### config.mk
export PLATFORM = sky130hd
export DESIGN_NAME = smt_controller
export DESIGN_NICKNAME = d
export VERILOG_FILES = /design/src/hdl/smt_pkg.sv /design/src/hdl/smt_controller.sv
export VERILOG_INCLUDE_DIRS = /design/src /design/src/hdl
export SDC_FILE = /design/constraint.sdc
export NUM_CORES = 1
export LEC_CHECK = 0
export ABC_AREA = 1
export BUFFER_PORTS_ARGS = -buffer_cell sky130_fd_sc_hd__buf_4
export CORE_AREA = 5 5 118 120
export DETAILED_ROUTE_END_ITERATION = 10
export DIE_AREA = 0 0 123 125
export GPL_ROUTABILITY_DRIVEN = 0
export PLACE_DENSITY_LB_ADDON = 0.15
export SLEW_MARGIN = 20
export SYNTH_ARGS = -nofsm -noshare
export SYNTH_HDL_FRONTEND = slang
export SYNTH_SLANG_ARGS = --single-unit
### constraint.sdc
create_clock -name clock -period 9.4 [get_ports clock]
set_input_delay 0.47 -clock clock [delete_from_list [all_inputs] [get_ports clock]]
set_output_delay 0.47 -clock clock [all_outputs]
set_load 0.1 [all_outputs]
### src/hdl/sorted_multimap_table_defines.svh
// Assertion macros shared by the sorted multimap table modules.
// No dependencies.
`ifndef SORTED_MULTIMAP_TABLE_DEFINES_SVH
`define SORTED_MULTIMAP_TABLE_DEFINES_SVH
// assert that a implies b on every clock edge outside reset
`define SMT_ASSERT_IMPL(label, clk, rst, a, b) \
   label: assert property (@(posedge clk) disable iff (rst) (a) |-> (b)) \
      else $error("assertion failed");
// assert that a implies b on the next clock edge
`define SMT_ASSERT_NEXT(label, clk, rst, a, b) \
   label: assert property (@(posedge clk) disable iff (rst) (a) |=> (b)) \
      else $error("assertion failed");
`endif

### src/hdl/smt_pkg.sv
// Shared types, constants and opcodes for the sorted multimap table.
// No dependencies.
package smt_pkg;
   localparam int Capacity = 1024;
   localparam int ValueWidth = 64;
   localparam int AddrW = $clog2(Capacity);
   localparam int CntW = $clog2(Capacity + 1);
   localparam int KeyW = 32;

   localparam logic [3:0] OP_INSERT = 4'd0;
   localparam logic [3:0] OP_LEFT   = 4'd1;
   localparam logic [3:0] OP_RIGHT  = 4'd2;
   localparam logic [3:0] OP_DELETE = 4'd3;
   localparam logic [3:0] OP_FLUSH  = 4'd4;
   localparam logic [3:0] OP_FKV    = 4'd5;
   localparam logic [3:0] OP_FKEY   = 4'd6;
   localparam logic [3:0] OP_FVAL   = 4'd7;
   localparam logic [3:0] OP_BKV    = 4'd8;
   localparam logic [3:0] OP_BKEY   = 4'd9;
   localparam logic [3:0] OP_BVAL   = 4'd10;

   localparam logic [1:0] ST_OK    = 2'd0;
   localparam logic [1:0] ST_FULL  = 2'd1;
   localparam logic [1:0] ST_EMPTY = 2'd2;
   localparam logic [1:0] ST_RANGE = 2'd3;

   // controller to datapath
   typedef struct packed {
      logic             load;     // latch the request key and value
      logic             rd_en;
      logic [AddrW-1:0] rd_addr;
      logic             wr_en;
      logic [AddrW-1:0] wr_addr;
      logic             wr_new;   // write the request entry, else the read entry
   } cmd_type;

   // datapath to controller: read entry compared against request
   typedef struct packed {
      logic key_lt;
      logic key_eq;
      logic val_eq;
   } stat_type;
endpackage

### src/hdl/smt_controller.sv
// Sequencer of the sorted multimap table: opcode decode, searches, shifts.
// Depends on smt_pkg and the assertion macros header.
`include "sorted_multimap_table_defines.svh"
module smt_controller (
   input  logic                       clock,
   input  logic                       reset,
   input  logic                       req_tvalid,
   output logic                       req_tready,
   input  logic [3:0]                 opcode,
   input  logic [smt_pkg::CntW-1:0]   start_index,
   output logic                       rsp_tvalid,
   input  logic                       rsp_tready,
   output logic [smt_pkg::CntW-1:0]   position,
   output logic                       not_found,
   output logic [1:0]                 status,
   output logic [smt_pkg::CntW-1:0]   entry_count,
   output smt_pkg::cmd_type           cmd,
   input  smt_pkg::stat_type          stat
);
   import smt_pkg::*;

   localparam logic [2:0] S_IDLE  = 3'd0;
   localparam logic [2:0] S_READ  = 3'd1;  // read issued, wait for data
   localparam logic [2:0] S_EVAL  = 3'd2;  // data ready, decide
   localparam logic [2:0] S_SHIFT = 3'd3;  // issue read of next entry down, or write new entry at 0
   localparam logic [2:0] S_DONE  = 3'd4;

   logic [2:0]      state_ff, state_in;
   logic [3:0]      op_ff, op_in;
   logic [CntW-1:0] count_ff, count_in;
   logic [CntW-1:0] idx_ff, idx_in;   // linear / insert walk pointer
   logic [CntW-1:0] lo_ff, lo_in, hi_ff, hi_in;
   logic [CntW-1:0] pos_ff, pos_in;
   logic            nf_ff, nf_in;
   logic [1:0]      st_ff, st_in;
   logic            busy_ff, busy_in;
   logic            rv_ff, rv_in;

   logic [CntW-1:0] mid;
   logic            skip;
   logic            fwd;
   logic [1:0]      mode;

   assign mid = CntW'((CntW+1)'(lo_ff) + (CntW+1)'(hi_ff) >> 1);
   assign fwd = op_ff inside {OP_FKV, OP_FKEY, OP_FVAL};
   assign mode = fwd ? 2'(op_ff - OP_FKV) : 2'(op_ff - OP_BKV);

   always_comb begin
      logic kpast;
      kpast = fwd ? stat.key_lt : (!stat.key_lt && !stat.key_eq);
      case (mode)
         2'd0:    skip = kpast || (stat.key_eq && !stat.val_eq);
         2'd1:    skip = kpast;
         default: skip = !stat.val_eq;
      endcase
   end

   assign req_tready  = !busy_ff;
   assign rsp_tvalid  = rv_ff;
   assign position    = pos_ff;
   assign not_found   = nf_ff;
   assign status      = st_ff;
   assign entry_count = count_ff;

   always_comb begin
      state_in = state_ff; op_in = op_ff; count_in = count_ff; idx_in = idx_ff;
      lo_in = lo_ff; hi_in = hi_ff; pos_in = pos_ff; nf_in = nf_ff; st_in = st_ff;
      busy_in = busy_ff; rv_in = rv_ff;
      cmd = '0;
      if (rv_ff && rsp_tready) begin
         rv_in = 1'b0;
         busy_in = 1'b0;
      end
      case (state_ff)
         S_IDLE: begin
            if (req_tvalid && req_tready) begin
               cmd.load = 1'b1;
               op_in = opcode; busy_in = 1'b1;
               pos_in = '0; nf_in = 1'b0; st_in = ST_OK;
               state_in = S_DONE;
               case (opcode)
                  OP_INSERT: begin
                     if (count_ff == CntW'(Capacity)) st_in = ST_FULL;
                     else if (count_ff == '0) begin
                        cmd.wr_en = 1'b1; cmd.wr_new = 1'b1; cmd.wr_addr = '0;
                        count_in = count_ff + 1'b1;
                     end else begin
                        idx_in = count_ff;
                        cmd.rd_en = 1'b1; cmd.rd_addr = AddrW'(count_ff - 1'b1);
                        state_in = S_READ;
                     end
                  end
                  OP_LEFT, OP_RIGHT: begin
                     lo_in = '0; hi_in = count_ff;
                     if (count_ff == '0) nf_in = (opcode == OP_RIGHT);
                     else state_in = S_READ;
                  end
                  OP_DELETE: begin
                     if (count_ff == '0) st_in = ST_EMPTY;
                     else count_in = count_ff - 1'b1;
                  end
                  OP_FLUSH: count_in = '0;
                  OP_FKV, OP_FKEY, OP_FVAL: begin
                     if (count_ff == '0) nf_in = 1'b1;
                     else if (start_index > count_ff) begin
                        st_in = ST_RANGE; pos_in = count_ff;
                     end else if (start_index == count_ff) pos_in = count_ff;
                     else begin
                        idx_in = start_index;
                        cmd.rd_en = 1'b1; cmd.rd_addr = AddrW'(start_index);
                        state_in = S_READ;
                     end
                  end
                  OP_BKV, OP_BKEY, OP_BVAL: begin
                     if (count_ff == '0) nf_in = 1'b1;
                     else if (start_index >= count_ff) begin
                        st_in = ST_RANGE; nf_in = 1'b1;
                     end else begin
                        idx_in = start_index;
                        cmd.rd_en = 1'b1; cmd.rd_addr = AddrW'(start_index);
                        state_in = S_READ;
                     end
                  end
                  default: ;
               endcase
            end
         end
         S_READ: begin
            // binary searches issue their read here; others already did
            if (op_ff == OP_LEFT || op_ff == OP_RIGHT) begin
               cmd.rd_en = 1'b1; cmd.rd_addr = AddrW'(mid);
            end
            state_in = S_EVAL;
         end
         S_EVAL: begin
            case (op_ff)
               OP_INSERT: begin
                  // idx: slot being opened; read entry is idx-1
                  if (!stat.key_lt && !stat.key_eq) begin
                     cmd.wr_en = 1'b1; cmd.wr_addr = AddrW'(idx_ff);
                     idx_in = idx_ff - 1'b1;
                     state_in = S_SHIFT;
                  end else begin
                     cmd.wr_en = 1'b1; cmd.wr_new = 1'b1; cmd.wr_addr = AddrW'(idx_ff);
                     pos_in = idx_ff; count_in = count_ff + 1'b1;
                     state_in = S_DONE;
                  end
               end
               OP_LEFT, OP_RIGHT: begin
                  if (op_ff == OP_LEFT ? stat.key_lt : (stat.key_lt || stat.key_eq))
                     lo_in = mid + 1'b1;
                  else hi_in = mid;
                  state_in = S_READ;
                  if (lo_in == hi_in) begin
                     state_in = S_DONE;
                     if (op_ff == OP_LEFT) pos_in = lo_in;
                     else if (hi_in == '0) nf_in = 1'b1;
                     else pos_in = hi_in - 1'b1;
                  end
               end
               OP_FKV, OP_FKEY, OP_FVAL: begin
                  if (skip && (idx_ff + 1'b1) != count_ff) begin
                     idx_in = idx_ff + 1'b1;
                     cmd.rd_en = 1'b1; cmd.rd_addr = AddrW'(idx_in);
                     state_in = S_READ;
                  end else begin
                     pos_in = skip ? count_ff : idx_ff;
                     state_in = S_DONE;
                  end
               end
               default: begin
                  if (skip && idx_ff != '0) begin
                     idx_in = idx_ff - 1'b1;
                     cmd.rd_en = 1'b1; cmd.rd_addr = AddrW'(idx_in);
                     state_in = S_READ;
                  end else begin
                     if (skip) nf_in = 1'b1; else pos_in = idx_ff;
                     state_in = S_DONE;
                  end
               end
            endcase
         end
         S_SHIFT: begin
            if (idx_ff == '0) begin
               cmd.wr_en = 1'b1; cmd.wr_new = 1'b1; cmd.wr_addr = '0;
               pos_in = '0; count_in = count_ff + 1'b1;
               state_in = S_DONE;
            end else begin
               cmd.rd_en = 1'b1; cmd.rd_addr = AddrW'(idx_ff - 1'b1);
               state_in = S_READ;
            end
         end
         S_DONE: begin
            rv_in = 1'b1;
            state_in = S_IDLE;
         end
         default: state_in = S_IDLE;
      endcase
   end

   always_ff @(posedge clock) begin
      if (reset) begin
         state_ff <= S_IDLE; count_ff <= '0; busy_ff <= 1'b0; rv_ff <= 1'b0;
      end else begin
         state_ff <= state_in; count_ff <= count_in; busy_ff <= busy_in; rv_ff <= rv_in;
      end
   end

   always_ff @(posedge clock) begin
      op_ff <= op_in; idx_ff <= idx_in; lo_ff <= lo_in; hi_ff <= hi_in;
      pos_ff <= pos_in; nf_ff <= nf_in; st_ff <= st_in;
   end

   `SMT_ASSERT_IMPL(a_count_cap, clock, reset, 1'b1, count_ff <= CntW'(Capacity))
   `SMT_ASSERT_IMPL(a_rv_busy, clock, reset, rv_ff, busy_ff)
   `SMT_ASSERT_IMPL(a_idle_rv, clock, reset, rv_ff, state_ff == S_IDLE)
endmodule

# == Word-level counts from Yosys, hierarchy flattened ==
# Cells that the tools add are included.
# totals
ff_bits,67
# op_classes
addsub,9
mux,120
n_eq_ne,56
order_cmp,2
n_reduce_logical,38
# ops
operator,n
$mux 11,54
$pmux 11 s3,7
$pmux 11 s2,4
$mux 12,4
$ne 3x3->1 const B,16
$pmux 11 s4,1
$mux 3,13
$pmux 12 s3,1
$add 11x1->11 const B,3
$logic_not 11->1,3
$sub 11x1->11 const B,3
$eq 4x3->1 const B,7
$mux 24,1
$pmux 3 s4,2
$mux 23,1
$eq 11x11->1,2
$mux 1,20
$reduce_and 9->1,2
$reduce_and 14->1,1
$add 11x11->12,1
$eq 4x2->1 const B,3
$eq 4x4->1 const B,3
$mux 2,6
$reduce_or 3->1,4
other kinds (35),63

# == Depth between registers and ports, before layout ==
# Gate-level depths: netlist of run 1.
# logic_depth
word_depth,11
depth_mapped,24
ltp_nobuf,24

# == Worst setup path before layout of run 1 ==
# OpenSTA, ideal clock, no wires.
# synth_timing
path_kind,reg2out
start,reg count_ff[0] (netlist: entry_count[0])
end,out cmd[15] (netlist name)
setup_slack_ps,3196
t_required_ps,8930
arrival_ps,5734
stages_incl_launch_ff,10
path_cell_list,dfxtp_1 clkinv_1 o21ai_0 nor3_1 nand3_1 nor3_1 and3_1 nand2_1 nand3_1 o311ai_0
# synth_lines
element,line_no,source
"start, declared",smt_controller.sv:30,"logic [CntW-1:0] count_ff, count_in;"
"start signal, assigned",smt_controller.sv:205,state_ff <= state_in; count_ff <= count_in; busy_ff <= busy_in; rv_ff <= rv_in;
"end, declared",smt_controller.sv:17,"output smt_pkg::cmd_type cmd,"

==> results of run 1 <==
[metal layers]
layer,vias up,part of all wire (%)
met3,84,6.9
met4,0,4.8
met5,-,0
li1,3853,-
met2,368,48
met1,3555,40
[kinds of logic after synthesis]
group	Yosys count	synth area share (%)
xor+xnor	32	3.97
fa+ha+maj	32	5.63
buf+inv	188	10.6
flops	67	25.6
simple gates	544	34.1
compound gates	244	20.1
[metrics by stage]
step           setup WS, ps  power [uW]  utilization (%)  instance area (um^2)
2_1_floorplan          3200        2420                -                  7240
3_3_place_gp           4940        2960             61.0                  7850
3_5_place_dp           4800        2980             61.0                  7850
4_1_cts                4420        3370             63.6                  8190
5_1_grt                3990        3660             63.6                  8190
6_report               4340        3410             63.6                  8190
[sequential cells by signal (all words and copies together), names as in the netlist]
| register | cells |
|---|---|
| hi_ff | 11 |
| not_found | 1 |
| state_ff | 3 |
| busy_ff | 1 |
| lo_ff | 11 |
| entry_count | 11 |
| rsp_tvalid | 1 |
| position | 11 |
| op_ff | 4 |
| idx_ff | 11 |
| status | 2 |
[area by class of cell]
type	instances	area share, %
Inverter	152	7.01
Timing Repair Buffer	76	6.97
Multi-Input combinational cell	852	56.6
Tap cell	176	2.69
Sequential cell	67	22.6
Clock inverter	5	1.02
Clock buffer	11	3.10
[synthesized netlist by cell type, types with 4 or more instances]
library cell	number	share of area, %
a31oi_1	9	0.78
inv_1	125	6.5
nand4_1	19	1.6
inv_2	14	0.73
nor3_1	20	1.4
nor2_1	95	4.9
ha_1	31	5.4
nand3_2	8	1.1
clkinv_1	10	0.52
clkbuf_1	19	0.98
o22ai_1	16	1.4
buf_2	9	0.62
nand2_2	11	0.95
a22oi_1	4	0.41
nand3_1	88	6.1
nand2_1	267	14
o21ai_1	8	0.55
nor2_2	13	1.1
nor2_4	4	0.62
a21oi_1	60	4.1
nor3_2	5	0.69
o41ai_1	8	0.97
buf_6	4	0.62
dfxtp_1	16	4.4
o21ai_2	6	0.73
o211ai_1	12	1.2
xor2_1	28	3.4
edfxtp_1	51	21
buf_4	4	0.41
a211oi_2	7	1.2
o21ai_0	96	6.6
or2_2	5	0.43
[cell usage in the layout, fill, tap and decap left out, drive strengths merged, types with 2 or more instances in the layout]
cell type  synthesis  final
a211oi             9      9
a21oi             62     62
a22oi              4      4
a31o               2      2
a31oi              9      9
buf               17     76
bufinv             0      2
clkbuf            19     11
clkinv            13     15
dfxtp             16     16
edfxtp            51     51
ha                31     31
inv              139    140
nand2            281    281
nand3             96     96
nand4             20     20
nor2             112    112
nor3              25     25
nor4               2      2
o211ai            12     12
o21ai            110    110
o22ai             16     16
o311ai             3      3
o41ai              8      8
or2                5      5
xnor2              3      3
xor2              29     29
[critical path, stage by stage (launching register included)]
cell and delay, ps:
edfxtp_1 440, inv_1 100, ha_1 240, inv_2 130
nand3b_1 120, nand3_2 330, inv_1 710, nor2_1 130
a21oi_1 150, o21ai_0 130, nand3_2 360, nand2_1 130
nor2_1 150, nand2_1 170, nand2_1 300, inv_1 90
nand2_1 80, nand2_1 50, o211ai_1 100, buf_4 320
[where the power goes]
group	internal [uW]	switching [uW]	total, uW	leakage (uW)
Sequential	483	153	636	0.000620
Clock	250	136	386	0.000165
Combinational	622	1770	2390	0.00289
Total	1350	2060	3410	0.00367
[worst max-delay path by stage]
| stage | from | to | slack, ps | depth (start not counted) |
|---|---|---|---|---|
| floorplan | entry_count[0]$_SDFFE_PP0P_ | cmd[15] | 3200 | 9 |
| global placement | op_ff[1]$_DFFE_PP_ | cmd[12] | 4940 | 19 |
| global route | op_ff[1]$_DFFE_PP_ | cmd[12] | 3990 | 19 |
| CTS | op_ff[1]$_DFFE_PP_ | cmd[12] | 4420 | 19 |
| detailed placement | op_ff[1]$_DFFE_PP_ | cmd[12] | 4800 | 19 |
| finish | op_ff[1]$_DFFE_PP_ | cmd[12] | 4340 | 19 |
==> flow_metrics.env, run 1 <==
export IMPL_cts_inserted_buffers=9
export IMPL_clkSinkCount=67
export IMPL_postCtsSetupBuffers=0
export IMPL_synth_cell_types=56
export IMPL_core_area_um2=12900
export IMPL_status="complete, no violations"
export IMPL_io_buffer_count=72
export IMPL_cp_max_fo=24
export IMPL_synth_area_per_cell_um2=6.54
export IMPL_place_detailed_hpwl_mm=18.8
export IMPL_layout_cells_non_filler=1339
export IMPL_min_period_ps=5060
export IMPL_hold_viol_final=0
export IMPL_cts_buffer_depth=2
export IMPL_max_slew_worst_pin_slew_ps=1050
export IMPL_startpoint_type="flip-flop"
export IMPL_worstSetupEndpointType="primary output"
export IMPL_crit_required_ps=8930
export IMPL_syn_nets=1161
export IMPL_setup_viol=0
export IMPL_holdCritPathClass="in2reg"
export IMPL_grt_pass1_vias=7358
export IMPL_start_util_pct=56.2
export IMPL_placementRows=42
export IMPL_reg2reg_from="op_ff[1]$_DFFE_PP_"
export IMPL_synth_seq_area_share_pct=25.6
export IMPL_synth_edf_count=51
export IMPL_holdWs_ps=322
export IMPL_drcViolationCount=0
export IMPL_regArea_um2=1850
export IMPL_worstSkewPairLatency_ps=340
export IMPL_reg2reg_setup_slack_ps=4980
export IMPL_fin_worst_skew_ps=6.03
export IMPL_multi_input_area_um2=4640
export IMPL_worst_setup_path_type="reg2out"
export IMPL_cts_tree="yes"
export IMPL_grt_use_met1_pct=39.4
export IMPL_met2_usage_pct=51.9
export IMPL_n_antenna_cell=0
export IMPL_die_width_um=123
export IMPL_cp_data_arrival_time_ps=4590
export IMPL_initialDrtViolationCount=920
export IMPL_syn_to_final_growth_pct=13.1
export IMPL_rsz0062_at_grt="no"
export IMPL_syn_area_um2=7240
export IMPL_peakVddDrop_v=0.000341
export IMPL_wl_per_cell_um=17.9
export IMPL_fill_cells=1235
export IMPL_hold_depth=1
export IMPL_grt_use_total_pct=31.1
export IMPL_grt_max_degree=47
export IMPL_antenna_found_initial=0
export IMPL_grt_pass1_wl_mm=37.8
export IMPL_powerDensity_nw_per_um2=416
export IMPL_die_area_um2=15400
export IMPL_max_freq_mhz=198
export IMPL_chipHeight_um=125
export IMPL_post_cts_resized=0
export IMPL_dr_pass1_iters=6
export IMPL_grtUsageMet3_pct=4.20
export IMPL_slew_violations=0
export IMPL_yosysWarningCount=0
export IMPL_cts_hold_buffers=0
export IMPL_vias=7860
export IMPL_p_leak_uw=0.00367
export IMPL_wl_mm=24.0
export IMPL_tns_ps=0
export IMPL_syn_inst=1107
export IMPL_drv_cap=0
export IMPL_cts_root_buffer="clkbuf_16"
export IMPL_nets=1212
export IMPL_min_to="op_ff[2]$_DFFE_PP_"
export IMPL_synth_ff_type="edfxtp_1"
export IMPL_relSlewSlack_pct=29.9
export IMPL_path_clk_slew_ps=60
export IMPL_drive_gt1_share_pct=15.3
export IMPL_period_share_pct=53.8
export IMPL_cts_htree_levels=3
export IMPL_hp_start="opcode[2]"
export IMPL_ant_nets=0
export IMPL_vias_per_cell=5.87
export IMPL_overflow=0
export IMPL_synthArstFlopShare_pct=0
export IMPL_dp_cells=1323
export IMPL_ys_seq_elements=67
export IMPL_reg2regPathDepth=14
export IMPL_num_io_pins=73
export IMPL_regToRegEndpoint="position[8]$_DFFE_PP_"
export IMPL_busiest_layer="met2"
Note: power is estimated with default switching activity, not from simulation.
==> run 2: changes to the inputs <==
Settings changed: CORE_AREA 5 5 118 120 to 5 5 121 123, DIE_AREA 0 0 123 125 to 0 0 126 128.
Clock period 9.4 ns to 4.3 ns, I/O delays scaled along.
==> run 2 against run 1 <==
Largest cell class unchanged. Clock skew increased by 0.88 ps. First-iteration DRC count rose by 15%. Power is 120% higher. Clock power is 110% higher. Largest power group unchanged. Via count is 2.2% higher. Non-clock buffer count is 15 higher.
==> flow_metrics.env, run 2 (synthesis results as in run 1) <==
export IMPL_die_area_um2=16100
export IMPL_startpoint_type="flip-flop"
export IMPL_initialDrtViolationCount=1061
export IMPL_path_cells="fa_1 -> xnor2_1 -> inv_1 -> ha_1 -> nand3_1 -> nor2_2 -> nand2_1 -> o21ai_1 -> nand2_1 -> nand2_1 -> nand2_1 -> nand2_1 -> nand2_1 -> inv_1 -> nand2_1 -> nor2_1 -> nand2_1 -> nand2_1 -> inv_2 -> nor2_1 -> buf_4"
export IMPL_overflow=0
export IMPL_p_clk_share_pct=10.8
export IMPL_vias=8035
export IMPL_holdCritPathClass="in2reg"
export IMPL_cts_htree_levels=3
export IMPL_fin_util_pct=61.2
export IMPL_die_width_um=126
export IMPL_dr_pass1_iters=8
export IMPL_crit_path_frequent_cell="nand2_1"
export IMPL_cts_inserted_buffers=9
export IMPL_peakVddDrop_v=0.000529
export IMPL_worstSkewPairLatency_ps=340
export IMPL_relSlewSlack_pct=53.2
export IMPL_grt_pass1_vias=7575
export IMPL_drv_cap=0
export IMPL_rsz0062_at_grt="no"
export IMPL_cp_max_fo=11
export IMPL_p_leak_uw=0.00374
export IMPL_worstSetupEndpointType="flip-flop"
export IMPL_clkSinkCount=67
export IMPL_cts_buffer_depth=2
export IMPL_holdWs_ps=74.1
export IMPL_wl_per_cell_um=18.6
export IMPL_core_area_um2=13600
export IMPL_ant_nets=0
export IMPL_grt_use_total_pct=31.2
export IMPL_fill_cells=1343
export IMPL_layout_common_cells="nand2_1, inv_1, o21ai_0"
export IMPL_cts_hold_buffers=0
export IMPL_grt_max_degree=46
export IMPL_hold_viol_final=0
export IMPL_drcViolationCount=0
export IMPL_max_slew_worst_pin_slew_ps=694
export IMPL_postCtsSetupBuffers=0
export IMPL_powerDensity_nw_per_um2=916
export IMPL_start_util_pct=53.4
export IMPL_worst_setup_path_type="reg2reg"
export IMPL_max_freq_mhz=264
export IMPL_cts_root_buffer="clkbuf_16"
export IMPL_wl_mm=25.3
export IMPL_slew_violations=0
export IMPL_setup_viol=0
export IMPL_syn_to_final_growth_pct=14.5
export IMPL_n_antenna_cell=0
export IMPL_grt_pass1_wl_mm=40.1
export IMPL_drive_gt1_share_pct=16.6
export IMPL_worst_path_max_delay_cell="fa_1"
export IMPL_tns_ps=0
export IMPL_cts_tree="yes"
export IMPL_vias_per_cell=5.92
export IMPL_cp_data_arrival_time_ps=3820
export IMPL_slowest_delay_ps=510
export IMPL_p_seq_share_pct=18.0
export IMPL_num_io_pins=73
export IMPL_period_share_pct=87.9
export IMPL_netSwitchingPower_uw=4610
export IMPL_status="complete, no violations"
export IMPL_place_detailed_hpwl_mm=19.8
export IMPL_post_cts_resized=0
export IMPL_p_int_uw=2980
export IMPL_fin_worst_skew_ps=6.91
export IMPL_min_period_ps=3780
export IMPL_chipHeight_um=128
export IMPL_io_buffer_count=72
export IMPL_crit_required_ps=4340
export IMPL_final_common_cell="nand2_1"
export IMPL_p_comb_share_pct=71.2
export IMPL_placementRows=43
export IMPL_switching_share_pct=60.7
export IMPL_path_clk_slew_ps=60
export IMPL_nets=1227
export IMPL_antenna_found_initial=0
## run 2: changes by cell type in the layout (fill, tap and decap cells not counted), sizes merged
cell,before,now
buf,76,91
clkbuf,11,9
inv,140,139
clkinv,15,18
## run 2: metrics by stage
stage	setup WS (ps)	instances	total power [uW]	cell area (um^2)
after CTS	588	1358	7470	8290
after floorplan	-481	1107	5290	7240
final	518	1358	7590	8290
after detailed placement	640	1342	6630	7970
after global placement	668	1342	6620	7970
after global routing	208	1358	8080	8290
## run 2: final cells by class
class / count / area (um^2) / area share [%]
Clock buffer: 9 / 225 / 2.72
Clock inverter: 7 / 92.6 / 1.12
Inverter: 152 / 574 / 6.93
Multi-Input combinational cell: 852 / 4640 / 56.0
Sequential cell: 67 / 1850 / 22.3
Tap cell: 180 / 225 / 2.72
Timing Repair Buffer: 91 / 683 / 8.24
## run 2: per-layer routing
| metal | GRT usage (%) | wire, um | share of wire, % |
|---|---|---|---|
| met1 | 39.6 | 10100 | 40 |
| met2 | 52.7 | 12000 | 47 |
| met3 | 4.67 | 2020 | 8.0 |
| met4 | 14.2 | 1180 | 4.7 |
| met5 | 0 | 0 | 0 |
## run 2: path summary, 6_finish.rpt
check / slack [ps] / to / cells past startpoint / start
setup / recovery: 520 / position[1]$_DFFE_PP_ / 21 / hi_ff[1]$_DFFE_PP_
hold reg to reg: 480 / busy_ff$_SDFF_PP0_ / 2 / busy_ff$_SDFF_PP0_
setup reg to reg: 520 / position[1]$_DFFE_PP_ / 21 / hi_ff[1]$_DFFE_PP_
hold / removal: 70 / op_ff[2]$_DFFE_PP_ / 1 / opcode[2]
## run 2: critical path: cells and delay by family (launching register included)
kind	cells	cell delay (ps)
AO/OA/AOI/OAI	1	130
XOR/XNOR	1	250
adder cells (fa/ha/maj)	2	770
buffers and inverters	4	440
flip-flops	1	480
AND/OR/NAND/NOR	13	1410
## run 2: power by group through the flow
stage	Sequential, uW	Combinational (uW)	Clock (uW)
after detailed placement	1360	5270	0
after global placement	1360	5260	0
after floorplan	2080	3210	0
final	1370	5400	821
after CTS	1350	5300	818
after global routing	1400	5830	851
